<file path="config.mk">
export PLATFORM = sky130hd
export DESIGN_NAME = packet_deframer_memory_request_top_flat
export DESIGN_NICKNAME = d
export VERILOG_FILES = /design/src/hw/rtl/pdmr_pkg.sv /design/src/hw/rtl/pdmr_ifs.sv /design/src/hw/rtl/pdmr_front.sv /design/src/hw/rtl/pdmr_queue.sv /design/src/hw/rtl/pdmr_back.sv /design/src/hw/rtl/packet_deframer_memory_request_top.sv /design/src/flat_wrapper.sv
export SDC_FILE = /design/constraint.sdc
export NUM_CORES = 1
export LEC_CHECK = 0
export ABC_AREA = 1
export BUFFER_PORTS_ARGS = -buffer_cell sky130_fd_sc_hd__buf_2
export CORE_MARGIN = 3
export CORE_UTILIZATION = 64
export CTS_BUF_LIST = sky130_fd_sc_hd__clkbuf_8
export DETAILED_ROUTE_END_ITERATION = 8
export PLACE_DENSITY = 0.87
export SLEW_MARGIN = 10
export SYNTH_ARGS = -nofsm -noshare
export SYNTH_HDL_FRONTEND = slang
export SYNTH_SLANG_ARGS = --single-unit
</file>
<file path="constraint.sdc">
create_clock -name clock -period 6.7 [get_ports clock]
set_input_delay 1.005 -clock clock [delete_from_list [all_inputs] [get_ports clock]]
set_output_delay 1.005 -clock clock [all_outputs]
set_load 0.005 [all_outputs]
</file>
<file path="src/hw/rtl/pdmr_pkg.sv">
// Package for the packet deframer memory request block.
// Holds buffer sizes, tag codes, the parser phase type and the queue entry type.
// No dependencies.
package pdmr_pkg;

   localparam int BUF_BITS  = 128;
   localparam int BYTE_BITS = 8;

   localparam int CNT_W       = 8;
   localparam int DATA_BITS   = 7;
   localparam int WR_BYTES    = 9;
   localparam int RD_BYTES    = 5;
   localparam int PAYLOAD_W   = WR_BYTES * BYTE_BITS;
   localparam int WORD_W      = 32;
   localparam int MASK_W      = 4;
   localparam int ID_W        = 5;
   localparam int TAG_W       = 3;
   localparam int QUEUE_DEPTH = 2;

   localparam logic [TAG_W-1:0] TAG_START   = 3'b100;
   localparam logic [TAG_W-1:0] TAG_CHANNEL = 3'b101;
   localparam logic [TAG_W-1:0] TAG_LENGTH  = 3'b110;
   localparam logic [TAG_W-1:0] TAG_END     = 3'b111;

   localparam logic [ID_W-1:0] LEN_READ  = ID_W'(RD_BYTES);
   localparam logic [ID_W-1:0] LEN_WRITE = ID_W'(WR_BYTES);

   typedef enum logic [4:0] {
      PH_IDLE    = 5'b00001,
      PH_CHANNEL = 5'b00010,
      PH_LENGTH  = 5'b00100,
      PH_DATA    = 5'b01000,
      PH_END     = 5'b10000
   } phase_type;

   typedef struct packed {
      logic                 is_write;
      logic [PAYLOAD_W-1:0] payload;
   } entry_type;

endpackage

</file>
<file path="src/hw/rtl/pdmr_ifs.sv">
// Channel interfaces for the packet deframer memory request block.
// Request channel carries one received byte a beat; response channel one memory request.
// No dependencies.
interface pdmr_req_if;
   logic       valid;
   logic       ready;
   logic [7:0] rx_byte;
   modport source (output valid, output rx_byte, input ready);
   modport sink   (input valid, input rx_byte, output ready);
endinterface

interface pdmr_rsp_if;
   logic        valid;
   logic        ready;
   logic        is_write;
   logic [31:0] address;
   logic [31:0] write_data;
   logic [3:0]  byte_mask;
   modport source (output valid, output is_write, output address, output write_data,
                   output byte_mask, input ready);
   modport sink   (input valid, input is_write, input address, input write_data,
                   input byte_mask, output ready);
endinterface

</file>
<file path="src/hw/rtl/pdmr_front.sv">
// Front end: accepts received bytes, tracks the frame phase and packs data bits.
// Pushes a classified request into the queue on a matching end byte.
// Depends on pdmr_pkg and pdmr_req_if.
module pdmr_front import pdmr_pkg::*; (
   input  logic             clock,
   input  logic             reset,
   pdmr_req_if.sink         req_chan,
   output logic             push_valid,
   output entry_type        push_entry,
   input  logic             push_ready
);

   phase_type            phase_ff, phase_in;
   logic [ID_W-1:0]      tag_ff, tag_in;
   logic [ID_W-1:0]      exp_ff, exp_in;
   logic [CNT_W-1:0]     bits_ff, bits_in;
   logic [BUF_BITS-1:0]  buf_ff, buf_in;

   logic                 accept;
   logic [TAG_W-1:0]     tag;
   logic [ID_W-1:0]      low5;
   logic [CNT_W:0]       total;
   logic [CNT_W:0]       off;
   logic                 id_match;
   logic                 is_read;
   logic                 is_wr;

   assign req_chan.ready = push_ready;
   assign accept = req_chan.valid && req_chan.ready;
   assign tag    = req_chan.rx_byte[7:5];
   assign low5   = req_chan.rx_byte[ID_W-1:0];
   assign id_match = (tag == TAG_END) && (low5 == tag_ff);
   assign is_read  = (exp_ff == LEN_READ) && (buf_ff[4*BYTE_BITS +: BYTE_BITS] == '0);
   assign is_wr    = (exp_ff == LEN_WRITE);

   assign push_valid          = accept && (phase_ff == PH_END) && id_match && (is_read || is_wr);
   assign push_entry.is_write = is_wr;
   assign push_entry.payload  = buf_ff[PAYLOAD_W-1:0];

   always_comb begin
      phase_in = phase_ff;
      tag_in   = tag_ff;
      exp_in   = exp_ff;
      bits_in  = bits_ff;
      buf_in   = buf_ff;
      total    = {1'b0, bits_ff} + (CNT_W+1)'(DATA_BITS);
      off      = '0;
      if (accept) begin
         case (phase_ff)
            PH_CHANNEL: begin
               phase_in = (tag == TAG_CHANNEL) ? PH_LENGTH : PH_IDLE;
            end
            PH_LENGTH: begin
               if (tag == TAG_LENGTH) begin
                  exp_in   = low5;
                  phase_in = PH_DATA;
               end else begin
                  phase_in = PH_IDLE;
               end
            end
            PH_DATA: begin
               if (!req_chan.rx_byte[7]) begin
                  for (int j = 0; j < BUF_BITS; j++) begin
                     off = (CNT_W+1)'(j) - {1'b0, bits_ff};
                     if (off < (CNT_W+1)'(DATA_BITS)) begin
                        buf_in[j] = req_chan.rx_byte[off[2:0]];
                     end
                  end
                  if (total[CNT_W]) begin
                     bits_in = '1;
                  end else begin
                     bits_in = total[CNT_W-1:0];
                  end
                  if (total >= {1'b0, exp_ff, 3'b000}) begin
                     phase_in = PH_END;
                  end
               end else begin
                  phase_in = PH_IDLE;
               end
            end
            PH_END: begin
               phase_in = PH_IDLE;
            end
            default: begin
               phase_in = PH_IDLE;
               if (tag == TAG_START) begin
                  tag_in   = low5;
                  bits_in  = '0;
                  exp_in   = '0;
                  phase_in = PH_CHANNEL;
               end
            end
         endcase
      end
   end

   always_ff @(posedge clock) begin
      if (reset) begin
         phase_ff <= PH_IDLE;
         tag_ff   <= '0;
         exp_ff   <= '0;
         bits_ff  <= '0;
      end else begin
         phase_ff <= phase_in;
         tag_ff   <= tag_in;
         exp_ff   <= exp_in;
         bits_ff  <= bits_in;
      end
   end

   always_ff @(posedge clock) begin
      buf_ff <= buf_in;
   end

endmodule

</file>
<file path="src/hw/rtl/pdmr_queue.sv">
// Two-entry queue between the front end and the back end.
// Depends on pdmr_pkg.
module pdmr_queue import pdmr_pkg::*; (
   input  logic      clock,
   input  logic      reset,
   input  logic      push_valid,
   input  entry_type push_entry,
   output logic      push_ready,
   output logic      pop_valid,
   output entry_type pop_entry,
   input  logic      pop_ready
);

   localparam int PTR_W = $clog2(QUEUE_DEPTH);

   entry_type           mem_ff [QUEUE_DEPTH];
   logic [PTR_W-1:0]    wr_ptr_ff, wr_ptr_in;
   logic [PTR_W-1:0]    rd_ptr_ff, rd_ptr_in;
   logic [PTR_W:0]      count_ff, count_in;
   logic                push;
   logic                pop;

   assign push_ready = (count_ff != (PTR_W+1)'(QUEUE_DEPTH));
   assign pop_valid  = (count_ff != '0);
   assign pop_entry  = mem_ff[rd_ptr_ff];
   assign push = push_valid && push_ready;
   assign pop  = pop_valid && pop_ready;

   always_comb begin
      wr_ptr_in = push ? PTR_W'(wr_ptr_ff + 1'b1) : wr_ptr_ff;
      rd_ptr_in = pop ? PTR_W'(rd_ptr_ff + 1'b1) : rd_ptr_ff;
      count_in  = count_ff;
      if (push && !pop) begin
         count_in = count_ff + 1'b1;
      end else if (pop && !push) begin
         count_in = count_ff - 1'b1;
      end
   end

   always_ff @(posedge clock) begin
      if (reset) begin
         wr_ptr_ff <= '0;
         rd_ptr_ff <= '0;
         count_ff  <= '0;
      end else begin
         wr_ptr_ff <= wr_ptr_in;
         rd_ptr_ff <= rd_ptr_in;
         count_ff  <= count_in;
      end
   end

   always_ff @(posedge clock) begin
      if (push) begin
         mem_ff[wr_ptr_ff] <= push_entry;
      end
   end

endmodule

</file>
<file path="src/hw/rtl/pdmr_back.sv">
// Back end: turns a queued request into address, data and mask in the output register.
// Depends on pdmr_pkg and pdmr_rsp_if.
module pdmr_back import pdmr_pkg::*; (
   input  logic      clock,
   input  logic      reset,
   input  logic      pop_valid,
   input  entry_type pop_entry,
   output logic      pop_ready,
   pdmr_rsp_if.source rsp_chan
);

   logic               valid_ff, valid_in;
   logic               wr_ff, wr_in;
   logic [WORD_W-1:0]  addr_ff, addr_in;
   logic [WORD_W-1:0]  data_ff, data_in;
   logic [MASK_W-1:0]  mask_ff, mask_in;
   logic               load;

   assign pop_ready = !valid_ff || rsp_chan.ready;
   assign load      = pop_valid && pop_ready;

   always_comb begin
      valid_in = valid_ff;
      if (pop_ready) begin
         valid_in = pop_valid;
      end
      wr_in = pop_entry.is_write;
      if (pop_entry.is_write) begin
         addr_in = pop_entry.payload[WORD_W +: WORD_W];
         data_in = pop_entry.payload[0 +: WORD_W];
         mask_in = pop_entry.payload[2*WORD_W +: MASK_W];
      end else begin
         addr_in = pop_entry.payload[0 +: WORD_W];
         data_in = '0;
         mask_in = '0;
      end
   end

   always_ff @(posedge clock) begin
      if (reset) begin
         valid_ff <= 1'b0;
      end else begin
         valid_ff <= valid_in;
      end
   end

   always_ff @(posedge clock) begin
      if (load) begin
         wr_ff   <= wr_in;
         addr_ff <= addr_in;
         data_ff <= data_in;
         mask_ff <= mask_in;
      end
   end

   assign rsp_chan.valid      = valid_ff;
   assign rsp_chan.is_write   = wr_ff;
   assign rsp_chan.address    = addr_ff;
   assign rsp_chan.write_data = data_ff;
   assign rsp_chan.byte_mask  = mask_ff;

endmodule

</file>
<file path="src/hw/rtl/packet_deframer_memory_request_top.sv">
// Top level of the packet deframer memory request block.
// Depends on pdmr_pkg, pdmr_ifs, pdmr_front, pdmr_queue and pdmr_back.
//
//   channel    dir  beat                         payload
//   req_chan   in   one received byte            rx_byte[7:0]
//   rsp_chan   out  one read or write request    is_write, address, write_data, byte_mask
//
// One byte a cycle is taken while the two-entry queue has room; the frame parser
// updates its phase and bit buffer in that same cycle.
// A request passes from its end byte through the queue, then the output register, to rsp_chan.
// Synchronous reset returns the parser to idle and empties queue and output register.
// A stalled rsp_chan fills the output register, then the queue, then drops req_chan.ready.
module packet_deframer_memory_request_top import pdmr_pkg::*; (
   input  logic       clock,
   input  logic       reset,
   pdmr_req_if.sink   req_chan,
   pdmr_rsp_if.source rsp_chan
);

   logic      push_valid;
   logic      push_ready;
   entry_type push_entry;
   logic      pop_valid;
   logic      pop_ready;
   entry_type pop_entry;

   pdmr_front u_front (
      .clock      (clock),
      .reset      (reset),
      .req_chan   (req_chan),
      .push_valid (push_valid),
      .push_entry (push_entry),
      .push_ready (push_ready)
   );

   pdmr_queue u_queue (
      .clock      (clock),
      .reset      (reset),
      .push_valid (push_valid),
      .push_entry (push_entry),
      .push_ready (push_ready),
      .pop_valid  (pop_valid),
      .pop_entry  (pop_entry),
      .pop_ready  (pop_ready)
   );

   pdmr_back u_back (
      .clock     (clock),
      .reset     (reset),
      .pop_valid (pop_valid),
      .pop_entry (pop_entry),
      .pop_ready (pop_ready),
      .rsp_chan  (rsp_chan)
   );

endmodule

</file>
<file path="src/flat_wrapper.sv">
// flat-port wrapper written by rule: the top's interface ports become plain ports
module packet_deframer_memory_request_top_flat import pdmr_pkg::*;
  (clock, reset, req_chan_valid, req_chan_rx_byte, req_chan_ready, rsp_chan_valid, rsp_chan_is_write, rsp_chan_address, rsp_chan_write_data, rsp_chan_byte_mask, rsp_chan_ready);
  pdmr_req_if req_chan_i ();
  pdmr_rsp_if rsp_chan_i ();
  input  logic clock;
  input  logic reset;
  input wire logic [$bits(req_chan_i.valid)-1:0] req_chan_valid;
  input wire logic [$bits(req_chan_i.rx_byte)-1:0] req_chan_rx_byte;
  output wire logic [$bits(req_chan_i.ready)-1:0] req_chan_ready;
  output wire logic [$bits(rsp_chan_i.valid)-1:0] rsp_chan_valid;
  output wire logic [$bits(rsp_chan_i.is_write)-1:0] rsp_chan_is_write;
  output wire logic [$bits(rsp_chan_i.address)-1:0] rsp_chan_address;
  output wire logic [$bits(rsp_chan_i.write_data)-1:0] rsp_chan_write_data;
  output wire logic [$bits(rsp_chan_i.byte_mask)-1:0] rsp_chan_byte_mask;
  input wire logic [$bits(rsp_chan_i.ready)-1:0] rsp_chan_ready;
  assign req_chan_i.valid = req_chan_valid;
  assign req_chan_i.rx_byte = req_chan_rx_byte;
  assign req_chan_ready = req_chan_i.ready;
  assign rsp_chan_valid = rsp_chan_i.valid;
  assign rsp_chan_is_write = rsp_chan_i.is_write;
  assign rsp_chan_address = rsp_chan_i.address;
  assign rsp_chan_write_data = rsp_chan_i.write_data;
  assign rsp_chan_byte_mask = rsp_chan_i.byte_mask;
  assign rsp_chan_i.ready = rsp_chan_ready;
  packet_deframer_memory_request_top u_core (.clock(clock), .reset(reset), .req_chan(req_chan_i), .rsp_chan(rsp_chan_i));
endmodule
</file>
Word-level counts from Yosys, hierarchy flattened
Memories as Yosys holds them, arrays and structs flattened. A register that Yosys moved wholly into a read port is not among the register bits. Cells that the tools add are included.

Output and inout port bits: 71. Input port bits: 12. Word-level logic and storage cells: 589. Memory bits (writable): 146. Memories kept: 1. Register bits after elaboration: 169.

Equality and inequality tests: 15. Multiplexer cells: 164. Bitwise operators: 4. Add/sub/neg operators: 77. Reductions and logical operators: 99. Magnitude comparators: 145.

Memory list: u_core.u_queue.mem_ff (depth 2, bits a word 73, rd ports 1, clocked after Yosys merged registers in 1, write ports 1, line pdmr_queue.sv:16) `entry_type mem_ff [QUEUE_DEPTH];`.

Operator list (count): $lt A9 B3 Y1 const B (72); $reduce_and A4 Y1 (74); $lt A3 B4 Y1 const B (72); $sub A6 B8 Y9 const A (32); $bmux W1 S3 (72); $sub A5 B8 Y9 const A (16); $mux W1 (76); $sub A4 B8 Y9 const A (8); $sub A7 B8 Y9 const A (8); $sub A3 B8 Y9 const A (4); $mux W32 (1); $mux W8 (3); $mux W5 (4); $pmux W5 S4 (1); $sub A1 B8 Y9 const A (2); $sub A2 B8 Y9 const A (2); $pmux W8 S2 (1); $eq A3 B3 Y1 const B (4); $eq A5 B3 Y1 const B (2); $eq A5 B4 Y1 const B (2); $logic_and A1 B1 Y1 (10); $pmux W5 S2 (1); $add A8 B3 Y9 const B (1); $ge A9 B8 Y1 (1); other kinds (20) (35).

Longest topological paths before layout
Gate-level depths: netlist of run 1.

Word-level depth: 10. Gate-level depth with buffers: 20. Depth with buffers taken out: 18.

Cells and area by module
From an unflattened synthesis of run 1, not the netlist that was laid out.

Cells, all modules: 1577. Area, all modules: 16487.1 µm².

Modules (own cells, without submodules): pdmr_front (cells an instance 1059, seq. area each 2622.5 µm², times used 1, area each 7607.3 µm²); pdmr_queue (cells an instance 264, seq. area each 4484.3 µm², times used 1, area each 5859.4 µm²); pdmr_back (cells an instance 254, seq. area each 2092.0 µm², times used 1, area each 3020.4 µm²).

Least setup slack after synthesis of run 1
No wires, ideal clock.

Path type: input to register. Start point: input port rsp_chan_ready. End point: register u_core.u_queue.count_ff[1]. Setup time: 0.122 ns. Path slack: 1.016 ns. Buffers on the path: 0. Stages on the path: 8. Data arrival time: 5.562 ns. Cells stage by stage: nor2_1 -> a21oi_1 -> inv_1 -> ha_1 -> a21oi_1 -> o21ai_0 -> o21ai_0 -> a21oi_1.

Cells in the longest elaborated chain, start to end: 5. Elaborated cells between the ends (all ways): 7. Those cells by class: 1 x mux; 6 x reduce/logical.

RTL lines: start: declaration (line flat_wrapper.sv:16) `input wire logic [$bits(rsp_chan_i.ready)-1:0] rsp_chan_ready;`; $logic_or A1 B1 Y1 (*) (line pdmr_back.sv:19) `assign pop_ready = !valid_ff || rsp_chan.ready;`; $logic_and A1 B1 Y1 (*); named net u_core.u_back.load (line pdmr_back.sv:17) `logic load;`; $logic_not A1 Y1 (line pdmr_queue.sv:33) `if (push && !pop) begin`; $logic_and A1 B1 Y1 (line pdmr_queue.sv:33); $mux W2 or $reduce_bool A2 Y1 (tied branches); end signal: assignment (line pdmr_queue.sv:48) `count_ff <= count_in;`; end: declaration (line pdmr_queue.sv:19) `logic [PTR_W:0] count_ff, count_in;`.

The timed path passes the listed nets; every way through them passes the cells marked *. A chain may end at the register's enable or synchronous reset.

Worst setup path in the final report of run 1
Start point: register u_core.u_front.bits_ff[0]. End point: register u_core.u_front.phase_ff[0].

Cells in the longest elaborated chain, start to end: 4.

RTL lines: start: declaration (line pdmr_front.sv:16) `logic [CNT_W-1:0] bits_ff, bits_in;`; start signal: assignment (line pdmr_front.sv:107) `bits_ff <= bits_in;`; $add A8 B3 Y9 (line pdmr_front.sv:46) `total = {1'b0, bits_ff} + (CNT_W+1)'(DATA_BITS);`; $ge A9 B8 Y1 (line pdmr_front.sv:74) `if (total >= {1'b0, exp_ff, 3'b000}) begin`; $ne A3 B3 Y1 (no source line); $reduce_and A2 Y1 (no source line); end signal: assignment (line pdmr_front.sv:104) `phase_ff <= phase_in;`; end: declaration (line pdmr_front.sv:13) `phase_type phase_ff, phase_in;`.

Every way passes these cells.

==> results of run 1 <==
cells by family (layout without fill, tap and decap cells):
| family | Yosys count | in the layout | share of synthesized area [%] |
|---|---|---|---|
| AO/OA/AOI/OAI | 243 | 243 | 9.08 |
| XOR/XNOR | 43 | 43 | 2.52 |
| adder cells (fa/ha/maj) | 25 | 25 | 2.10 |
| buffers and inverters | 208 | 328 | 6.00 |
| flip-flops | 304 | 304 | 59.2 |
| multiplexers | 40 | 40 | 2.72 |
| AND/OR/NAND/NOR | 619 | 619 | 18.4 |
cells in the mapped netlist (all sizes together) (10+ instances only):
cell    number
ha          25
xor2        39
a21oi       66
nor4        10
mux2i       36
nor2       163
dfxtp       29
o21ai      130
nand3       80
o211ai      37
nand4       18
edfxtp     275
clkbuf      18
inv        147
nand2      302
buf         43
nor3        33
layer usage:
layer,track usage (%),up-vias,wire [um]
met2,56.1,692,20500
met5,0,-,0
met3,7.36,136,4290
li1,-,5286,-
met1,46.5,5541,17400
met4,12.7,0,1740
state kept, by name, summed over array words and instances, names as in the netlist, named ones only:
register / cells
u_core.u_queue.count_ff: 2
u_core.u_back.rsp_chan.address: 32
u_core.u_front.phase_ff: 5
u_core.u_front.exp_ff: 5
u_core.u_front.buf_ff: 68
u_core.u_back.rsp_chan.write_data: 32
u_core.u_queue.wr_ptr_ff: 1
u_core.u_back.rsp_chan.is_write: 1
u_core.u_back.rsp_chan.valid: 1
u_core.u_front.bits_ff: 8
u_core.u_front.tag_ff: 5
u_core.u_queue.mem_ff: 138
u_core.u_back.rsp_chan.byte_mask: 4
u_core.u_queue.rd_ptr_ff: 1
path summary, 6_finish.rpt:
kind                                                    end  cells past startpoint                 startpoint  slack [ns]
worst max-delay path             u_core.u_front.phase_ff[0]                     15  u_core.u_front.bits_ff[0]        3.20
worst min-delay path            u_core.u_queue.mem_ff[1][0]                      0   u_core.u_front.buf_ff[0]        0.44
worst max register to register   u_core.u_front.phase_ff[0]                     15  u_core.u_front.bits_ff[0]        3.20
worst min register to register  u_core.u_queue.mem_ff[1][0]                      0   u_core.u_front.buf_ff[0]        0.44
area by class of cell:
| class | instances | area [um2] |
|---|---|---|
| inverter | 147 | 557 |
| clock inverter | 34 | 223 |
| tap | 313 | 392 |
| clock buffer | 47 | 647 |
| fill | 1592 | 6360 |
| multi-input combinational | 970 | 5210 |
| sequential | 304 | 8840 |
| timing repair buffer | 100 | 546 |
metrics by stage:
stage               hold slack [ns]  setup WS, ns  instances  power [uW]
global placement              0.422          3.37       1834        3630
detailed placement            0.429          3.31       1834        3680
finish                        0.442          3.20       1915        5140
global route                  0.457          2.96       1915        5350
floorplan                     0.421          1.02       1482        3250
CTS                           0.443          3.31       1915        5140
worst register-to-register path, stage by stage (launching register included):
cell and delay [ns]:
dfxtp_1 0.99, inv_4 0.15, ha_1 0.42, inv_2 0.25
nand2_1 0.13, o21ai_0 0.21, or2_2 0.15, nand2_1 0.05
ha_1 0.31, nand3_1 0.08, nor2_1 0.11, nand3_1 0.10
nand3_2 0.16, nand2_1 0.11, nand2_1 0.07, nand3_1 0.08
power breakdown:
part	switching, uW	internal, uW
Sequential	104	2440
Clock	718	741
Combinational	761	372
==> metrics.yaml, run 1 <==
status:
  outcome: "complete, no violations"
layout:
  final_cell_area_um2: 16400
  final_common_cell: "nand2_1"
  num_antenna_cells: 0
  layout_common_cells: "294 x nand2_1, 275 x edfxtp_1, 151 x nor2_1"
  drive_above_1_share_pct: 13.2
  final_util_pct: 72.1
  syn2layout_area_growth_pct: 10.0
  finalNetCount: 1606
critical_path:
  start_kind: "flip-flop"
  max_stage_delay_ns: 0.99
  path_delay_family: "simple AND/OR/NAND/NOR gates"
  worstPathArrival_ns: 3.91
  cp_cell_sequence: "inv_4 > ha_1 > inv_2 > nand2_1 > o21ai_0 > or2_2 > nand2_1 > ha_1 > nand3_1 > nor2_1 > nand3_1 > nand3_2 > nand2_1 > nand2_1 > nand3_1"
  crit_top_cell: "nand2_1"
  end_kind: "flip-flop"
  path_class: "reg2reg"
  crit_buf_inv: 2
  cp_max_fo: 27
  cp_slowest_cell: "dfxtp_1"
  required_ns: 7.12
synthesis:
  synthFlopType: "edfxtp_1"
  synth-async-reset-ratio_pct: 0
  syn_area_um2: 14900
  syn_area_per_cell_um2: 10.1
  ys_ff_latch: 304
  ys_types: 50
  yosys_warnings: 0
  syn_inst: 1482
  seq_area_frac_synth_pct: 59.2
  synth_top_area_cell: "edfxtp_1"
  synth_nets: 1519
  synthTopCellsByArea: "edfxtp_1 55%, nand2_1 7.4%, o21ai_0 4.0%, dfxtp_1 3.9%, nor2_1 3.8%"
  post-synth-top-area-fraction_pct: 55.3
  synth_edf_count: 275
placed_design:
  io_buffer_count: 82
  hpwl_um: 29700
  place_congestion: 1.03
  place_area_um2: 15500
timing:
  slew_headroom_pct: 19.4
  fmax_mhz: 286
  period_needed_ns: 3.50
  setup_viol: 0
  tightest_slew_ns: 1.18
  finalHoldViolCount: 0
  fin_setup_tns_ns: 0
  maxSlewViolCount: 0
  post-route-period-util_pct: 52.2
  rsz0062_at_grt: "no"
  worst_clock_skew_ns: 0.0427
route:
  viasPerCell: 6.09
  routed_wirelength_um: 43900
  vias: 11700
  antenna_left: 0
  drc: 0
  dr.pass1.iters: 8
  drt_iter0_drc: 1370
  wl_per_cell_um: 22.9
clock_tree:
  cts.sinks: 304
  cts_buffers: 46
  htreeDepth: 2
  holdBufCountCts: 0
  cts_root_buf: "clkbuf_8"
  post_cts_buffers: 0
  path_clk_slew_ns: 0.06
  cts_tree: "done"
  cts_resized: 0
  clkLatencyLatePin_ns: 0.59
  clk_path_buf_depth: 3
flow_run:
  max_cap_violations: 0
global_routing:
  grt_util_all_layers_pct: 34.6
  antenna_found_initial: 0
  grt_pass1_wl_um: 66800
  grt_pass1_vias: 11300
  grt.overflow.total: 0
  grt_max_degree: 74
floorplanning:
  num_rows: 55
  die_h_um: 159
  dieArea_um2: 25200
  ios: 83
  initial_core_util_pct: 65.5
  coreArea_um2: 22800
  die-width_um: 159
power:
  cellLeakagePower_uw: 0.00648
  peakVddDrop_mv: 0.272
  powerDensity_nw_per_um2: 313
hold_path:
  hold_class: "reg2reg"
No activity file was read; power rests on OpenSTA's default activity.
==> run 2, diff against run 1 <==
- clock period: 6.7 -> 3.4 ns (I/O delays scaled with it)
==> run 2 against run 1 <==
  * Largest cell class unchanged
  * Cell count up 2.4%
  * Sequential share of layout area down 1.1 points
  * Wire length up 2.9%
  * Register-to-register slack worse by 2.8 ns
  * Sequential power up 95%
  * Global-route usage up 1.1 points
  * Critical path type unchanged
==> metrics.yaml, run 2 (synthesis results as in run 1) <==
global_routing:
  grt_pass1_wl_um: 69000
  antenna_found_initial: 0
  grt_pass1_vias: 11700
  grt.overflow.total: 0
  grt_max_degree: 101
  grt_util_all_layers_pct: 35.6
timing:
  setup_viol: 0
  period_needed_ns: 2.99
  post-route-period-util_pct: 87.8
  worst_clock_skew_ns: 0.0176
  fmax_mhz: 335
  rsz0062_at_grt: "no"
  fin_ws_ns: 0.414
  maxSlewViolCount: 0
  slew_headroom_pct: 23.5
  tightest_slew_ns: 1.15
  finalHoldViolCount: 0
critical_path:
  path_class: "reg2reg"
  worstPathArrival_ns: 3.42
  cp_max_fo: 13
  required_ns: 3.83
  start_kind: "flip-flop"
  end_kind: "flip-flop"
  reg2reg_slack_ns: 0.41
clock_tree:
  post_cts_buffers: 0
  clk_path_buf_depth: 3
  holdBufCountCts: 0
  cts_buffers: 46
  htreeDepth: 2
  cts_resized: 0
  cts_tree: "done"
  path_clk_slew_ns: 0.07
  clkLatencyLatePin_ns: 0.57
  cts_root_buf: "clkbuf_8"
  cts.sinks: 304
layout:
  finalNetCount: 1652
  syn2layout_area_growth_pct: 12.2
  instances_no_fill: 1961
  largest_register: "u_core.u_queue.mem_ff"
  final_common_cell: "nand2_1"
  final_cell_area_um2: 16700
  layout_common_cells: "294 x nand2_1, 275 x edfxtp_1, 151 x nor2_1"
  num_antenna_cells: 0
  reg.largest.list: "u_core.u_queue.mem_ff (138), u_core.u_front.buf_ff (68)"
  final_util_pct: 73.5
  largest_reg_flops: 138
  drive_above_1_share_pct: 15.6
hold_path:
  hold_class: "in2reg"
placed_design:
  hpwl_um: 31500
  place_area_um2: 15900
  io_buffer_count: 82
  place_congestion: 1.10
  place_ws_ns: 0.470
  dp.cells: 1880
power:
  cellLeakagePower_uw: 0.00667
  powerDensity_nw_per_um2: 596
  peakVddDrop_mv: 0.656
route:
  drt_iter0_drc: 1871
  dr.pass1.iters: 6
  vias: 12000
  drc: 0
  antenna_left: 0
  wl_per_cell_um: 23.0
  viasPerCell: 6.14
  routed_wirelength_um: 45100
floorplanning:
  coreArea_um2: 22800
  dieArea_um2: 25200
  initial_core_util_pct: 65.5
  die-width_um: 159
  die_h_um: 159
  ios: 83
  num_rows: 55
status:
  outcome: "complete, no violations"
flow_run:
  max_cap_violations: 0
run 2: cell types whose count changed in the layout (fill, tap and decap cells not counted), sizes merged:
cell	delta
buf	+46
bufinv	-2
clkbuf	-1
inv	-6
clkinv	+9
run 2: worst paths after layout:
kind / start / end / cells after the start
setup / recovery: u_core.u_front.bits_ff[1] / u_core.u_front.phase_ff[0] / 15
hold / removal: req_chan_rx_byte[4] / u_core.u_front.tag_ff[4] / 3
setup reg to reg: u_core.u_front.bits_ff[1] / u_core.u_front.phase_ff[0] / 15
hold reg to reg: u_core.u_front.buf_ff[46] / u_core.u_queue.mem_ff[1][46] / 0
run 2: critical path, stage by stage, from the launching register on:
cell     delay, ns
dfxtp_1       0.59
inv_2         0.23
ha_1          0.37
inv_2         0.17
nand2_1       0.10
o21ai_0       0.21
or2_2         0.15
nand2_1       0.06
ha_1          0.31
nand3_1       0.09
nor2_1        0.11
nand3_1       0.10
nand3_2       0.13
nand2_1       0.09
nand2_1       0.07
nand3_1       0.07
run 2: area by class of cell:
class,count,area [um2]
Fill cell,1534,6030
Clock inverter,35,170
Tap cell,313,392
Multi-Input combinational cell,970,5210
Clock buffer,46,633
Inverter,147,557
Sequential cell,304,8840
Timing Repair Buffer,146,941
run 2: routing by layer:
layer | part of all wire (%) | vias to the layer above | GRT usage, %
met5 | 0 | - | 0
met4 | 4.8 | 0 | 15.4
met3 | 10 | 156 | 7.04
met2 | 46 | 838 | 55.8
met1 | 39 | 5677 | 49.0
li1 | - | 5371 | -
run 2: report_power, final:
part	internal (uW)	total, uW	switching [uW]
Clock	1280	2680	1400
Sequential	4800	4950	153
Combinational	786	2350	1570
Total	6860	9980	3120
run 2: per-stage QoR:
stage | power (uW) | hold WS [ns] | setup TNS, ns
floorplan | 6360 | 0.421 | -0.135
global placement | 7190 | 0.424 | 0
detailed placement | 7310 | 0.433 | 0
CTS | 10000 | 0.221 | 0
global route | 10400 | 0.239 | 0
finish | 9980 | 0.251 | 0
